## src/design/kbde_pkg.sv

```systemverilog
// Shared types, constants and lookup functions for the keyboard report event generator.
package kbde_pkg;

    // Number of scancode slots in one report and the index width that covers them.
    localparam int INPUT_SLOTS = 6;
    localparam int SLOT_IDX_W  = $clog2(INPUT_SLOTS);

    // Parameter defaults.
    localparam int DEF_ROLLOVER_KEYS       = 6;
    localparam int DEF_SCANCODE_TABLE_SIZE = 83;

    // Report type codes.
    localparam logic [15:0] KIND_KEYBOARD = 16'd288;
    localparam logic [15:0] KIND_EMPTY    = 16'd53312;

    // Depth of the job queue between front and back end.
    localparam int QUEUE_DEPTH = 2;

    // Modifier events per report and the index of the last one.
    localparam int          MOD_COUNT = 8;
    localparam logic [2:0]  MOD_LAST  = 3'd7;

    // Built-in scancode translation table.
    localparam int BUILTIN_TABLE = 83;
    localparam logic [7:0] SCAN_TABLE [BUILTIN_TABLE] = '{
        8'd0,   8'd0,   8'd0,   8'd0,
        8'd30,  8'd48,  8'd46,  8'd32,  8'd18,  8'd33,  8'd34,  8'd35,  8'd23,  8'd36,
        8'd37,  8'd38,  8'd50,  8'd49,  8'd24,  8'd25,  8'd16,  8'd19,  8'd31,  8'd20,
        8'd22,  8'd47,  8'd17,  8'd45,  8'd21,  8'd44,
        8'd2,   8'd3,   8'd4,   8'd5,   8'd6,   8'd7,   8'd8,   8'd9,   8'd10,  8'd11,
        8'd28,  8'd1,   8'd14,  8'd15,  8'd57,  8'd12,
        8'd13,  8'd26,  8'd27,  8'd43,  8'd0,
        8'd39,  8'd40,  8'd41,  8'd51,  8'd52,  8'd53,
        8'd58,
        8'd59,  8'd60,  8'd61,  8'd62,  8'd63,  8'd64,  8'd65,  8'd66,  8'd67,
        8'd68,  8'd87,  8'd88,  8'd0,   8'd0,   8'd0,   8'd0,   8'd0,   8'd0,   8'd0,
        8'd0,   8'd0,
        8'd106, 8'd105, 8'd108, 8'd103
    };

    // Modifier bit translation table; bit 4 has no assigned code.
    localparam logic [7:0] MOD_TABLE [MOD_COUNT] = '{
        8'd29, 8'd42, 8'd56, 8'd125, 8'd0, 8'd54, 8'd100, 8'd126
    };

    // One classified keyboard report waiting for the back end.
    typedef struct packed {
        logic [INPUT_SLOTS-1:0][7:0] rel_code;
        logic [INPUT_SLOTS-1:0]      rel_mask;
        logic [INPUT_SLOTS-1:0][7:0] press_code;
        logic [INPUT_SLOTS-1:0]      press_mask;
        logic [7:0]                  mods;
    } job_t;

    // True when a scancode has an entry in a table of the given size.
    function automatic logic in_table(input logic [7:0] sc, input int size);
        in_table = (sc != 8'd0) && (int'(sc) < size);
    endfunction

    // Translates a scancode; codes past the built-in table give zero.
    function automatic logic [7:0] translate(input logic [7:0] sc);
        if (int'(sc) < BUILTIN_TABLE) begin
            translate = SCAN_TABLE[sc[6:0]];
        end else begin
            translate = 8'd0;
        end
    endfunction

    // Index of the lowest set bit of a slot mask.
    function automatic logic [SLOT_IDX_W-1:0] lowest_set(input logic [INPUT_SLOTS-1:0] mask);
        lowest_set = '0;
        for (int i = INPUT_SLOTS - 1; i >= 0; i--) begin
            if (mask[i]) begin
                lowest_set = SLOT_IDX_W'(i);
            end
        end
    endfunction

endpackage

```

## src/design/keyboard_report_to_key_events.sv

```systemverilog
// Top level of the keyboard report to key event converter.
//
//   Channel  Direction  Handshake          Payload
//   s_       in         s_valid/s_ready    packet_kind, key_slot0..5, modifier_bits
//   m_       out        m_valid/m_ready    key_code, is_press, final_event
//
// The front end takes one report per cycle while the two-entry job queue has room;
// reports that are not keyboard reports are dropped there in that cycle.
// A keyboard report gives 8 to 20 events, one per cycle from the back end while m_ready does
// not stall it, after the job is loaded; the next job loads once the last event is registered.
// Reset is synchronous and active low; it clears the remembered keys and the queue.
// A stall on m_ready holds the output register; the queue then fills and drops s_ready.
module keyboard_report_to_key_events #(
    parameter int ROLLOVER_KEYS       = kbde_pkg::DEF_ROLLOVER_KEYS,
    parameter int SCANCODE_TABLE_SIZE = kbde_pkg::DEF_SCANCODE_TABLE_SIZE
) (
    input  logic        aclk,
    input  logic        aresetn,
    input  logic        s_valid,
    output logic        s_ready,
    input  logic [15:0] s_packet_kind,
    input  logic [7:0]  s_key_slot0,
    input  logic [7:0]  s_key_slot1,
    input  logic [7:0]  s_key_slot2,
    input  logic [7:0]  s_key_slot3,
    input  logic [7:0]  s_key_slot4,
    input  logic [7:0]  s_key_slot5,
    input  logic [7:0]  s_modifier_bits,
    output logic        m_valid,
    input  logic        m_ready,
    output logic [7:0]  m_key_code,
    output logic        m_is_press,
    output logic        m_final_event
);

    logic           push;
    kbde_pkg::job_t push_job;
    logic           q_full;
    logic           pop;
    logic           q_valid;
    kbde_pkg::job_t q_job;

    kbde_front #(
        .ROLLOVER_KEYS       (ROLLOVER_KEYS),
        .SCANCODE_TABLE_SIZE (SCANCODE_TABLE_SIZE)
    ) u_front (
        .aclk            (aclk),
        .aresetn         (aresetn),
        .s_valid         (s_valid),
        .s_ready         (s_ready),
        .s_packet_kind   (s_packet_kind),
        .s_key_slot0     (s_key_slot0),
        .s_key_slot1     (s_key_slot1),
        .s_key_slot2     (s_key_slot2),
        .s_key_slot3     (s_key_slot3),
        .s_key_slot4     (s_key_slot4),
        .s_key_slot5     (s_key_slot5),
        .s_modifier_bits (s_modifier_bits),
        .push            (push),
        .push_job        (push_job),
        .q_full          (q_full)
    );

    kbde_queue u_queue (
        .aclk     (aclk),
        .aresetn  (aresetn),
        .push     (push),
        .push_job (push_job),
        .full     (q_full),
        .pop      (pop),
        .q_valid  (q_valid),
        .q_job    (q_job)
    );

    kbde_back u_back (
        .aclk          (aclk),
        .aresetn       (aresetn),
        .q_valid       (q_valid),
        .q_job         (q_job),
        .pop           (pop),
        .m_valid       (m_valid),
        .m_ready       (m_ready),
        .m_key_code    (m_key_code),
        .m_is_press    (m_is_press),
        .m_final_event (m_final_event)
    );

endmodule

```

## src/design/kbde_front.sv

```systemverilog
// Front end: accepts reports, compares against the remembered keys and builds event jobs.
module kbde_front #(
    parameter int ROLLOVER_KEYS       = kbde_pkg::DEF_ROLLOVER_KEYS,
    parameter int SCANCODE_TABLE_SIZE = kbde_pkg::DEF_SCANCODE_TABLE_SIZE
) (
    input  logic          aclk,
    input  logic          aresetn,
    input  logic          s_valid,
    output logic          s_ready,
    input  logic [15:0]   s_packet_kind,
    input  logic [7:0]    s_key_slot0,
    input  logic [7:0]    s_key_slot1,
    input  logic [7:0]    s_key_slot2,
    input  logic [7:0]    s_key_slot3,
    input  logic [7:0]    s_key_slot4,
    input  logic [7:0]    s_key_slot5,
    input  logic [7:0]    s_modifier_bits,
    output logic          push,
    output kbde_pkg::job_t push_job,
    input  logic          q_full
);

    localparam int SLOTS_USED = (ROLLOVER_KEYS < kbde_pkg::INPUT_SLOTS) ?
                                ROLLOVER_KEYS : kbde_pkg::INPUT_SLOTS;

    logic [SLOTS_USED-1:0][7:0]              prev_keys_reg;
    logic [SLOTS_USED-1:0][7:0]              prev_keys_next;
    logic [kbde_pkg::INPUT_SLOTS-1:0][7:0]   fresh;
    logic                                    accept;
    logic                                    is_keyboard;
    logic                                    held;

    assign s_ready     = !q_full;
    assign accept      = s_valid && s_ready;
    assign is_keyboard = (s_packet_kind == kbde_pkg::KIND_KEYBOARD);
    assign push        = accept && is_keyboard;

    assign fresh[0] = s_key_slot0;
    assign fresh[1] = s_key_slot1;
    assign fresh[2] = s_key_slot2;
    assign fresh[3] = s_key_slot3;
    assign fresh[4] = s_key_slot4;
    assign fresh[5] = s_key_slot5;

    // Classify releases and presses for every active slot.
    always_comb begin
        push_job       = '0;
        push_job.mods  = s_modifier_bits;
        prev_keys_next = prev_keys_reg;
        held           = 1'b0;
        for (int i = 0; i < SLOTS_USED; i++) begin
            held = 1'b0;
            for (int j = 0; j < SLOTS_USED; j++) begin
                if (fresh[j] == prev_keys_reg[i]) begin
                    held = 1'b1;
                end
            end
            push_job.rel_mask[i]   = !held &&
                                     kbde_pkg::in_table(prev_keys_reg[i], SCANCODE_TABLE_SIZE);
            push_job.rel_code[i]   = kbde_pkg::translate(prev_keys_reg[i]);
            push_job.press_mask[i] = kbde_pkg::in_table(fresh[i], SCANCODE_TABLE_SIZE);
            push_job.press_code[i] = kbde_pkg::translate(fresh[i]);
            prev_keys_next[i]      = fresh[i];
        end
    end

    // Remembered keys change only on an accepted keyboard report.
    always_ff @(posedge aclk) begin
        if (!aresetn) begin
            prev_keys_reg <= '0;
        end else if (push) begin
            prev_keys_reg <= prev_keys_next;
        end
    end

endmodule

```

## src/design/kbde_queue.sv

```systemverilog
// Short job queue that decouples the front end from the back end.
module kbde_queue (
    input  logic           aclk,
    input  logic           aresetn,
    input  logic           push,
    input  kbde_pkg::job_t push_job,
    output logic           full,
    input  logic           pop,
    output logic           q_valid,
    output kbde_pkg::job_t q_job
);

    localparam int PTR_W = (kbde_pkg::QUEUE_DEPTH > 1) ? $clog2(kbde_pkg::QUEUE_DEPTH) : 1;
    localparam int CNT_W = $clog2(kbde_pkg::QUEUE_DEPTH + 1);

    kbde_pkg::job_t   entries_reg [kbde_pkg::QUEUE_DEPTH];
    logic [PTR_W-1:0] wr_ptr_reg;
    logic [PTR_W-1:0] rd_ptr_reg;
    logic [CNT_W-1:0] count_reg;
    logic             do_push;
    logic             do_pop;

    assign full    = (count_reg == CNT_W'(kbde_pkg::QUEUE_DEPTH));
    assign q_valid = (count_reg != '0);
    assign q_job   = entries_reg[rd_ptr_reg];
    assign do_push = push && !full;
    assign do_pop  = pop && q_valid;

    // Pointer wrap at the queue depth.
    function automatic logic [PTR_W-1:0] bump(input logic [PTR_W-1:0] p);
        if (p == PTR_W'(kbde_pkg::QUEUE_DEPTH - 1)) begin
            bump = '0;
        end else begin
            bump = p + PTR_W'(1);
        end
    endfunction

    // Entry storage holds payload only.
    always_ff @(posedge aclk) begin
        if (do_push) begin
            entries_reg[wr_ptr_reg] <= push_job;
        end
    end

    // Pointers and fill count.
    always_ff @(posedge aclk) begin
        if (!aresetn) begin
            wr_ptr_reg <= '0;
            rd_ptr_reg <= '0;
            count_reg  <= '0;
        end else begin
            if (do_push) begin
                wr_ptr_reg <= bump(wr_ptr_reg);
            end
            if (do_pop) begin
                rd_ptr_reg <= bump(rd_ptr_reg);
            end
            if (do_push && !do_pop) begin
                count_reg <= count_reg + CNT_W'(1);
            end else if (do_pop && !do_push) begin
                count_reg <= count_reg - CNT_W'(1);
            end
        end
    end

endmodule

```

## src/design/kbde_back.sv

```systemverilog
// Back end: walks one job and emits its events, one per cycle unless m_ready stalls, through an output register.
module kbde_back (
    input  logic           aclk,
    input  logic           aresetn,
    input  logic           q_valid,
    input  kbde_pkg::job_t q_job,
    output logic           pop,
    output logic           m_valid,
    input  logic           m_ready,
    output logic [7:0]     m_key_code,
    output logic           m_is_press,
    output logic           m_final_event
);

    localparam logic [kbde_pkg::INPUT_SLOTS-1:0] SLOT_ONE =
        {{(kbde_pkg::INPUT_SLOTS-1){1'b0}}, 1'b1};

    logic                                  busy_reg, busy_next;
    logic [kbde_pkg::INPUT_SLOTS-1:0][7:0] rel_code_reg;
    logic [kbde_pkg::INPUT_SLOTS-1:0][7:0] press_code_reg;
    logic [kbde_pkg::INPUT_SLOTS-1:0]      rel_mask_reg, rel_mask_next;
    logic [kbde_pkg::INPUT_SLOTS-1:0]      press_mask_reg, press_mask_next;
    logic [7:0]                            mods_reg;
    logic [2:0]                            mod_cnt_reg, mod_cnt_next;
    logic                                  m_valid_reg, m_valid_next;
    logic [7:0]                            code_reg;
    logic                                  press_reg;
    logic                                  final_reg;
    logic [kbde_pkg::SLOT_IDX_W-1:0]       rel_idx;
    logic [kbde_pkg::SLOT_IDX_W-1:0]       press_idx;
    logic                                  advance;
    logic [7:0]                            ev_code;
    logic                                  ev_press;
    logic                                  ev_final;

    assign pop     = !busy_reg && q_valid;
    assign advance = busy_reg && (!m_valid_reg || m_ready);

    assign rel_idx   = kbde_pkg::lowest_set(rel_mask_reg);
    assign press_idx = kbde_pkg::lowest_set(press_mask_reg);

    // Pick the current event: releases first, then presses, then the modifier sweep.
    always_comb begin
        rel_mask_next   = rel_mask_reg;
        press_mask_next = press_mask_reg;
        mod_cnt_next    = mod_cnt_reg;
        busy_next       = busy_reg;
        ev_final        = 1'b0;
        if (|rel_mask_reg) begin
            ev_code  = rel_code_reg[rel_idx];
            ev_press = 1'b0;
            rel_mask_next = rel_mask_reg & (rel_mask_reg - SLOT_ONE);
        end else if (|press_mask_reg) begin
            ev_code  = press_code_reg[press_idx];
            ev_press = 1'b1;
            press_mask_next = press_mask_reg & (press_mask_reg - SLOT_ONE);
        end else begin
            ev_code      = kbde_pkg::MOD_TABLE[mod_cnt_reg];
            ev_press     = mods_reg[mod_cnt_reg];
            ev_final     = (mod_cnt_reg == kbde_pkg::MOD_LAST);
            mod_cnt_next = mod_cnt_reg + 3'd1;
        end
        if (ev_final) begin
            busy_next = 1'b0;
        end
        if (!advance) begin
            rel_mask_next   = rel_mask_reg;
            press_mask_next = press_mask_reg;
            mod_cnt_next    = mod_cnt_reg;
            busy_next       = busy_reg;
        end
        if (pop) begin
            busy_next       = 1'b1;
            rel_mask_next   = q_job.rel_mask;
            press_mask_next = q_job.press_mask;
            mod_cnt_next    = '0;
        end
    end

    // Output register valid flag.
    always_comb begin
        m_valid_next = m_valid_reg;
        if (advance) begin
            m_valid_next = 1'b1;
        end else if (m_ready) begin
            m_valid_next = 1'b0;
        end
    end

    // Control state.
    always_ff @(posedge aclk) begin
        if (!aresetn) begin
            busy_reg       <= 1'b0;
            m_valid_reg    <= 1'b0;
            rel_mask_reg   <= '0;
            press_mask_reg <= '0;
            mod_cnt_reg    <= '0;
        end else begin
            busy_reg       <= busy_next;
            m_valid_reg    <= m_valid_next;
            rel_mask_reg   <= rel_mask_next;
            press_mask_reg <= press_mask_next;
            mod_cnt_reg    <= mod_cnt_next;
        end
    end

    // Job payload and output payload.
    always_ff @(posedge aclk) begin
        if (pop) begin
            rel_code_reg   <= q_job.rel_code;
            press_code_reg <= q_job.press_code;
            mods_reg       <= q_job.mods;
        end
        if (advance) begin
            code_reg  <= ev_code;
            press_reg <= ev_press;
            final_reg <= ev_final;
        end
    end

    assign m_valid       = m_valid_reg;
    assign m_key_code    = code_reg;
    assign m_is_press    = press_reg;
    assign m_final_event = final_reg;

endmodule

```

## config.mk

```make
export PLATFORM = sky130hd
export DESIGN_NAME = keyboard_report_to_key_events
export DESIGN_NICKNAME = d
export VERILOG_FILES = /design/src/design/kbde_pkg.sv /design/src/design/keyboard_report_to_key_events.sv /design/src/design/kbde_front.sv /design/src/design/kbde_queue.sv /design/src/design/kbde_back.sv
export SDC_FILE = /design/constraint.sdc
export NUM_CORES = 1
export LEC_CHECK = 0
export BUFFER_PORTS_ARGS = -buffer_cell sky130_fd_sc_hd__buf_4
export CAP_MARGIN = 20
export CORE_MARGIN = 2
export CORE_UTILIZATION = 53
export CTS_CLUSTER_SIZE = 30
export DETAILED_ROUTE_END_ITERATION = 10
export PLACE_DENSITY = 0.7
export SLEW_MARGIN = 10
export SYNTH_ARGS = -nofsm -noshare
export SYNTH_HDL_FRONTEND = slang
export SYNTH_SLANG_ARGS = --single-unit
export TNS_END_PERCENT = 30
```

## constraint.sdc

```tcl
create_clock -name aclk -period 12.3 [get_ports aclk]
set_input_delay 2.46 -clock aclk [delete_from_list [all_inputs] [get_ports aclk]]
set_output_delay 2.46 -clock aclk [all_outputs]
set_load 0.05 [all_outputs]
```

==> flow_summary.json, run 1 <==
{
  "cts.root.buffer_cell": "clkbuf_16",
  "synth.distinct_cells": 87,
  "timing.rr.start": "u_queue.count_reg[0]",
  "synth.most_common_cell": "edfxtp_1",
  "maxSlewViolCount": 0,
  "hold_depth": 2,
  "gp_congestion": 0.923,
  "max_freq_ghz": 0.189,
  "io_pins": 88,
  "grt_overflow": 0,
  "design_area_um2": 30700,
  "synthTopCellsByArea": "edfxtp_1 (32%), ha_1 (7.0%), dfxtp_1 (4.9%)",
  "gr-usage-met1": 0.416,
  "first_pass_iters": 8,
  "post_cts_resized": 0,
  "power_leakage_nw": 11.0,
  "ys_ff_latch": 379,
  "cp_data_arrival_time_ns": 5.47,
  "finalCritPeriodShare": 0.431,
  "rows": 85,
  "htreeDepth": 2,
  "worst_pin_slew_ns": 1.40,
  "crit_required_ns": 12.48,
  "hold_path.class": "flop to flop",
  "end_kind": "flop",
  "synth_top_cell_area_share": 0.324,
  "cts_hold_buffers": 0,
  "wl_per_cell_um": 23.4,
  "final_core_util": 0.573,
  "drive_above_1_share": 0.135,
  "yosysTopAreaCell": "edfxtp_1",
  "die_h_um": 236,
  "grt.busiest_layer": "met2",
  "core_um2": 53600,
  "startpoint_type": "input pin",
  "dp_hpwl_um": 56000,
  "routed_wl_um": 83900,
  "syn_area_um2": 28600,
  "r2r_slack_ns": 8.81,
  "dieArea_um2": 55800,
  "largest_reg_flops": 208,
  "powerDensity_nw_per_um2": 134,
  "dpl-instance-area_um2": 29300,
  "dpl_worst_slack_ns": 6.34,
  "maxCapViolations": 0,
  "synth_seq_area_share": 0.373,
  "period_minus_slack_ns": 5.30,
  "maxSlewHeadroom": 0.0454,
  "crit_start": "s_packet_kind[1]",
  "synth_area_per_cell_um2": 9.67,
  "final.setup.tns_ns": 0,
  "grt_pass1_wl_um": 129000,
  "postRouteAntennaNets": 0,
  "post_synth_inst_count": 2957,
  "r2r_end": "u_queue.entries_reg[1][6]",
  "cts_inserted_buffers": 41,
  "cts.reportedPaths.clkPinSlew_ns": 0.06,
  "cts_buffer_depth": 3,
  "synth_common_cells": "edfxtp_1 (309), nand2_1 (175), nor2_1 (163)",
  "p_total_mw": 4.11,
  "hold_start": "u_back.press_mask_reg[5]",
  "fillers": 4538,
  "initial_core_util": 0.534,
  "reg2regPathDepth": 6,
  "cts_tree": "done",
  "clk_latency_ns": 0.56,
  "area_growth_syn_to_layout_pct": 7.38,
  "synth_ff_type": "edfxtp_1",
  "drc": 0,
  "worstHoldEndpoint": "u_back.press_mask_reg[5]",
  "via_count": 23520,
  "grt_util_met3": 0.0521,
  "die_w_um": 236,
  "cts_sinks": 379,
  "grt_usage": 0.293,
  "async_reset_ff_frac": 0,
  "first_global_vias": 22019,
  "finalHoldViolations": 0,
  "rsz0062_at_grt": "false",
  "setup_slack_ns": 7.00,
  "criticalPathCategory": "input pin to flop",
  "setup_viol": 0,
  "yosys_warnings": 0,
  "synth-edff-count": 309,
  "postCtsSetupBuffers": 0,
  "use_met2": 0.445,
  "port_buffers": 86,
  "drt-initial-drc-count": 2518,
  "syn_nets": 3192,
  "vias_per_cell": 6.57,
  "critPathMaxFanout": 70,
  "outcome": "finished, final reports clean",
  "finalNetCount": 3086,
  "finalClockSkew_ns": 0.0162,
  "antenna_found_initial": 3,
  "vdd_ir_drop_max_mv": 0.113,
  "grt_start_max_net_pins": 71
}
-- routing by layer --
metal / up-vias / share of wire
met4: 4 / 0.036
met3: 196 / 0.097
met5: - / 0.00027
met1: 11424 / 0.42
met2: 1230 / 0.44
li1: 10666 / -
-- layout make-up --
type / count / area (um^2) / area share
multi-input cells: 2191 / 16400 / 0.534
flip-flops and latches: 379 / 10700 / 0.348
clock buffers: 54 / 1170 / 0.0383
repair buffers: 126 / 943 / 0.0307
well taps: 696 / 871 / 0.0284
inverters: 112 / 423 / 0.0138
clock inverters: 21 / 198 / 0.00644
diodes: 2 / 5.00 / 0.000163
-- where the power goes --
| group | internal [mW] | switching (mW) |
|---|---|---|
| clock network | 0.723 | 0.513 |
| registers | 1.62 | 0.122 |
| logic | 0.411 | 0.719 |
-- stage by stage --
stage | hold WS [ns] | instances
2_1_floorplan | 0.453 | 2957
3_3_place_gp | 0.466 | 3503
3_5_place_dp | 0.473 | 3503
4_1_cts | 0.484 | 3578
5_1_grt | 0.512 | 3580
6_report | 0.483 | 3581
-- worst max path at each step --
stage,endpoint,slack (ns),depth (start not counted)
2_1_floorplan,u_queue.entries_reg[0][0],1.55,3
3_3_place_gp,u_queue.entries_reg[1][18],6.43,7
3_5_place_dp,u_queue.entries_reg[1][74],6.34,7
4_1_cts,u_queue.entries_reg[1][42],6.91,7
5_1_grt,u_queue.entries_reg[1][74],6.79,7
6_report,u_queue.entries_reg[1][6],7.00,7
-- kinds of logic (layout without fill, tap and decap cells) --
| group | count (synthesis) | count (layout) | share of synthesized area |
|---|---|---|---|
| and+or+nand+nor | 778 | 778 | 0.139 |
| adders and majority gates | 159 | 159 | 0.0696 |
| AOI/OAI and AO/OA | 697 | 697 | 0.164 |
| muxes | 261 | 261 | 0.110 |
| other | 1 | 3 | 0.000131 |
| xor gates and xnor gates | 295 | 295 | 0.0903 |
| DFF | 379 | 379 | 0.373 |
| buffers and inverters | 387 | 313 | 0.0536 |
-- worst max-delay path: stages --
cell     delay, ns
buf_4         0.11
nor4b_1       0.30
nand4_1       0.23
nor2_4        0.15
buf_4         0.67
and2_4        0.61
buf_4         0.83
-- layout by cell type, fill, tap and decap left out, types with 18 or more instances in the layout --
cell type / count
edfxtp_1: 309
nand2_1: 175
nor2_1: 162
a21oi_1: 160
ha_1: 159
xnor2_1: 155
o21ai_0: 140
xor2_1: 140
buf_4: 125
mux2_2: 117
mux2i_1: 110
inv_1: 103
nor2b_1: 86
dfxtp_1: 69
nor4_1: 67
nand2b_1: 56
nor3_1: 53
nand3_1: 47
nand4_1: 46
a31oi_1: 43
clkbuf_16: 43
a211oi_1: 39
o211ai_1: 36
o31ai_1: 31
mux4_2: 30
o22ai_1: 19
a221oi_1: 18
(Power assumes the default switching activity.)
==> run 2, diff against run 1 <==
clock period = 5.1 ns   (was 12.3 ns; I/O delays follow)
==> run 2 against run 1 <==
Net effect:
- sequential power is 140% higher
- design area is essentially flat
- power rose by 140%
- sequential share of layout area barely moved
- critical path depth did not move
- non-clock buffer count fell by 5
- cell count decreased by 0.17%
- clock power is 140% higher
- clock skew rose by 0.013 ns
- first-iteration DRC count is 16% higher
- utilization decreased by 0.054 points
- global-route usage up 0.62 points
- highest routed layer unchanged
==> flow_summary.json, run 2 (same netlist as run 1, synthesis figures left out) <==
{
  "cts_tree": "done",
  "area_growth_syn_to_layout_pct": 7.28,
  "rows": 85,
  "first_pass_iters": 6,
  "p_total_mw": 9.89,
  "core_um2": 53600,
  "antenna_found_initial": 4,
  "vias_per_cell": 6.54,
  "maxSlewViolCount": 0,
  "cts_hold_buffers": 0,
  "final.setup.tns_ns": 0,
  "finalCritPeriodShare": 0.628,
  "criticalPathCategory": "flop to flop",
  "dpl_worst_slack_ns": 1.49,
  "largest_reg_flops": 208,
  "wl_per_cell_um": 23.8,
  "crit_required_ns": 5.48,
  "grt_overflow": 0,
  "drc": 0,
  "grt_usage": 0.299,
  "p_sw_mw": 3.34,
  "stdcell_count": 3575,
  "multi_input_area_um2": 16400,
  "critPathMaxFanout": 18,
  "grt_pass1_wl_um": 131000,
  "hold_path.class": "flop to flop",
  "drt-initial-drc-count": 2912,
  "maxCapViolations": 0,
  "switching_share": 0.338,
  "outcome": "finished, final reports clean",
  "initial_core_util": 0.534,
  "die_h_um": 236,
  "routed_wl_um": 85100,
  "finalHoldViolations": 0,
  "via_count": 23385,
  "cts.root.buffer_cell": "clkbuf_16",
  "postRouteAntennaNets": 0,
  "cts_inserted_buffers": 41,
  "layout_commonest_cell": "edfxtp_1",
  "first_global_vias": 22146,
  "powerDensity_nw_per_um2": 322,
  "max_freq_ghz": 0.312,
  "port_buffers": 86,
  "seqPwrFrac": 0.429,
  "grt_start_max_net_pins": 106,
  "cts.reportedPaths.clkPinSlew_ns": 0.06,
  "die_w_um": 236,
  "layout_common_cells": "edfxtp_1 (309), nand2_1 (175), nor2_1 (162)",
  "setup_viol": 0,
  "finalNetCount": 3081,
  "dp_hpwl_um": 55900,
  "register_area_um2": 10700,
  "dieArea_um2": 55800,
  "p_int_mw": 6.55,
  "end_kind": "flop",
  "htreeDepth": 2,
  "worst_pin_slew_ns": 1.18,
  "dp.cells": 3498,
  "drive_above_1_share": 0.131,
  "rsz0062_at_grt": "false",
  "cts_sinks": 379,
  "startpoint_type": "flop",
  "cts_buffer_depth": 3,
  "power_leakage_nw": 10.9,
  "finalClockSkew_ns": 0.0294,
  "gp_congestion": 0.931,
  "fillers": 4583,
  "clk_latency_ns": 0.60,
  "maxSlewHeadroom": 0.210,
  "timing.hold.ws_ns": 0.498,
  "cp_data_arrival_time_ns": 3.58,
  "vdd_ir_drop_max_mv": 0.306,
  "setup_slack_ns": 1.90,
  "post_cts_resized": 0,
  "pwr-share-clk": 0.298,
  "power_frac_comb": 0.274,
  "period_minus_slack_ns": 3.20,
  "r2r_slack_ns": 1.90,
  "postCtsSetupBuffers": 0,
  "io_pins": 88,
  "diodes": 0
}
run 2: layout make-up:
cell class | count | area share
clock inverter | 29 | 0.00856
timing repair buffer | 121 | 0.0307
multi-input combinational | 2191 | 0.535
tap | 696 | 0.0284
clock buffer | 47 | 0.0352
inverter | 112 | 0.0138
sequential | 379 | 0.348
run 2: final timing paths:
check                           cells after the start                     endpoint                      start
worst min register to register                      2     u_back.press_mask_reg[5]   u_back.press_mask_reg[5]
worst min-delay path                                2     u_back.press_mask_reg[5]   u_back.press_mask_reg[5]
worst max register to register                      7  u_queue.entries_reg[1][100]  u_front.prev_keys_reg[33]
worst max-delay path                                7  u_queue.entries_reg[1][100]  u_front.prev_keys_reg[33]
run 2: per-stage QoR:
step | area, um^2 | util
after detailed placement | 29300 | 0.547
after floorplan | 28600 | -
after global routing | 30700 | 0.572
final | 30700 | 0.572
after global placement | 29300 | 0.547
after CTS | 30700 | 0.572
run 2: routing by layer:
metal	vias up	GRT usage	part of all wire
li1	10660	-	-
met1	11343	0.418	0.42
met2	1170	0.459	0.45
met3	204	0.0547	0.089
met4	8	0.119	0.040
met5	-	0	0.00081
run 2: worst max-delay path: stages, from the launching register on:
cell and delay, ns:
dfxtp_1 0.92, inv_1 0.34, ha_1 0.55, nor2b_1 0.11
o31ai_1 0.28, a221oi_1 0.14, or3_1 0.41, a21oi_1 0.25
run 2: power groups by stage:
| stage | combinational (mW) | clock (mW) | sequential, mW |
|---|---|---|---|
| 6_report | 2.71 | 2.94 | 4.24 |
| 5_1_grt | 2.89 | 3.11 | 4.28 |
| 4_1_cts | 2.68 | 2.98 | 4.24 |
| 3_5_place_dp | 2.68 | 0 | 4.30 |
| 3_3_place_gp | 2.65 | 0 | 4.29 |
| 2_1_floorplan | 1.83 | 0 | 4.20 |
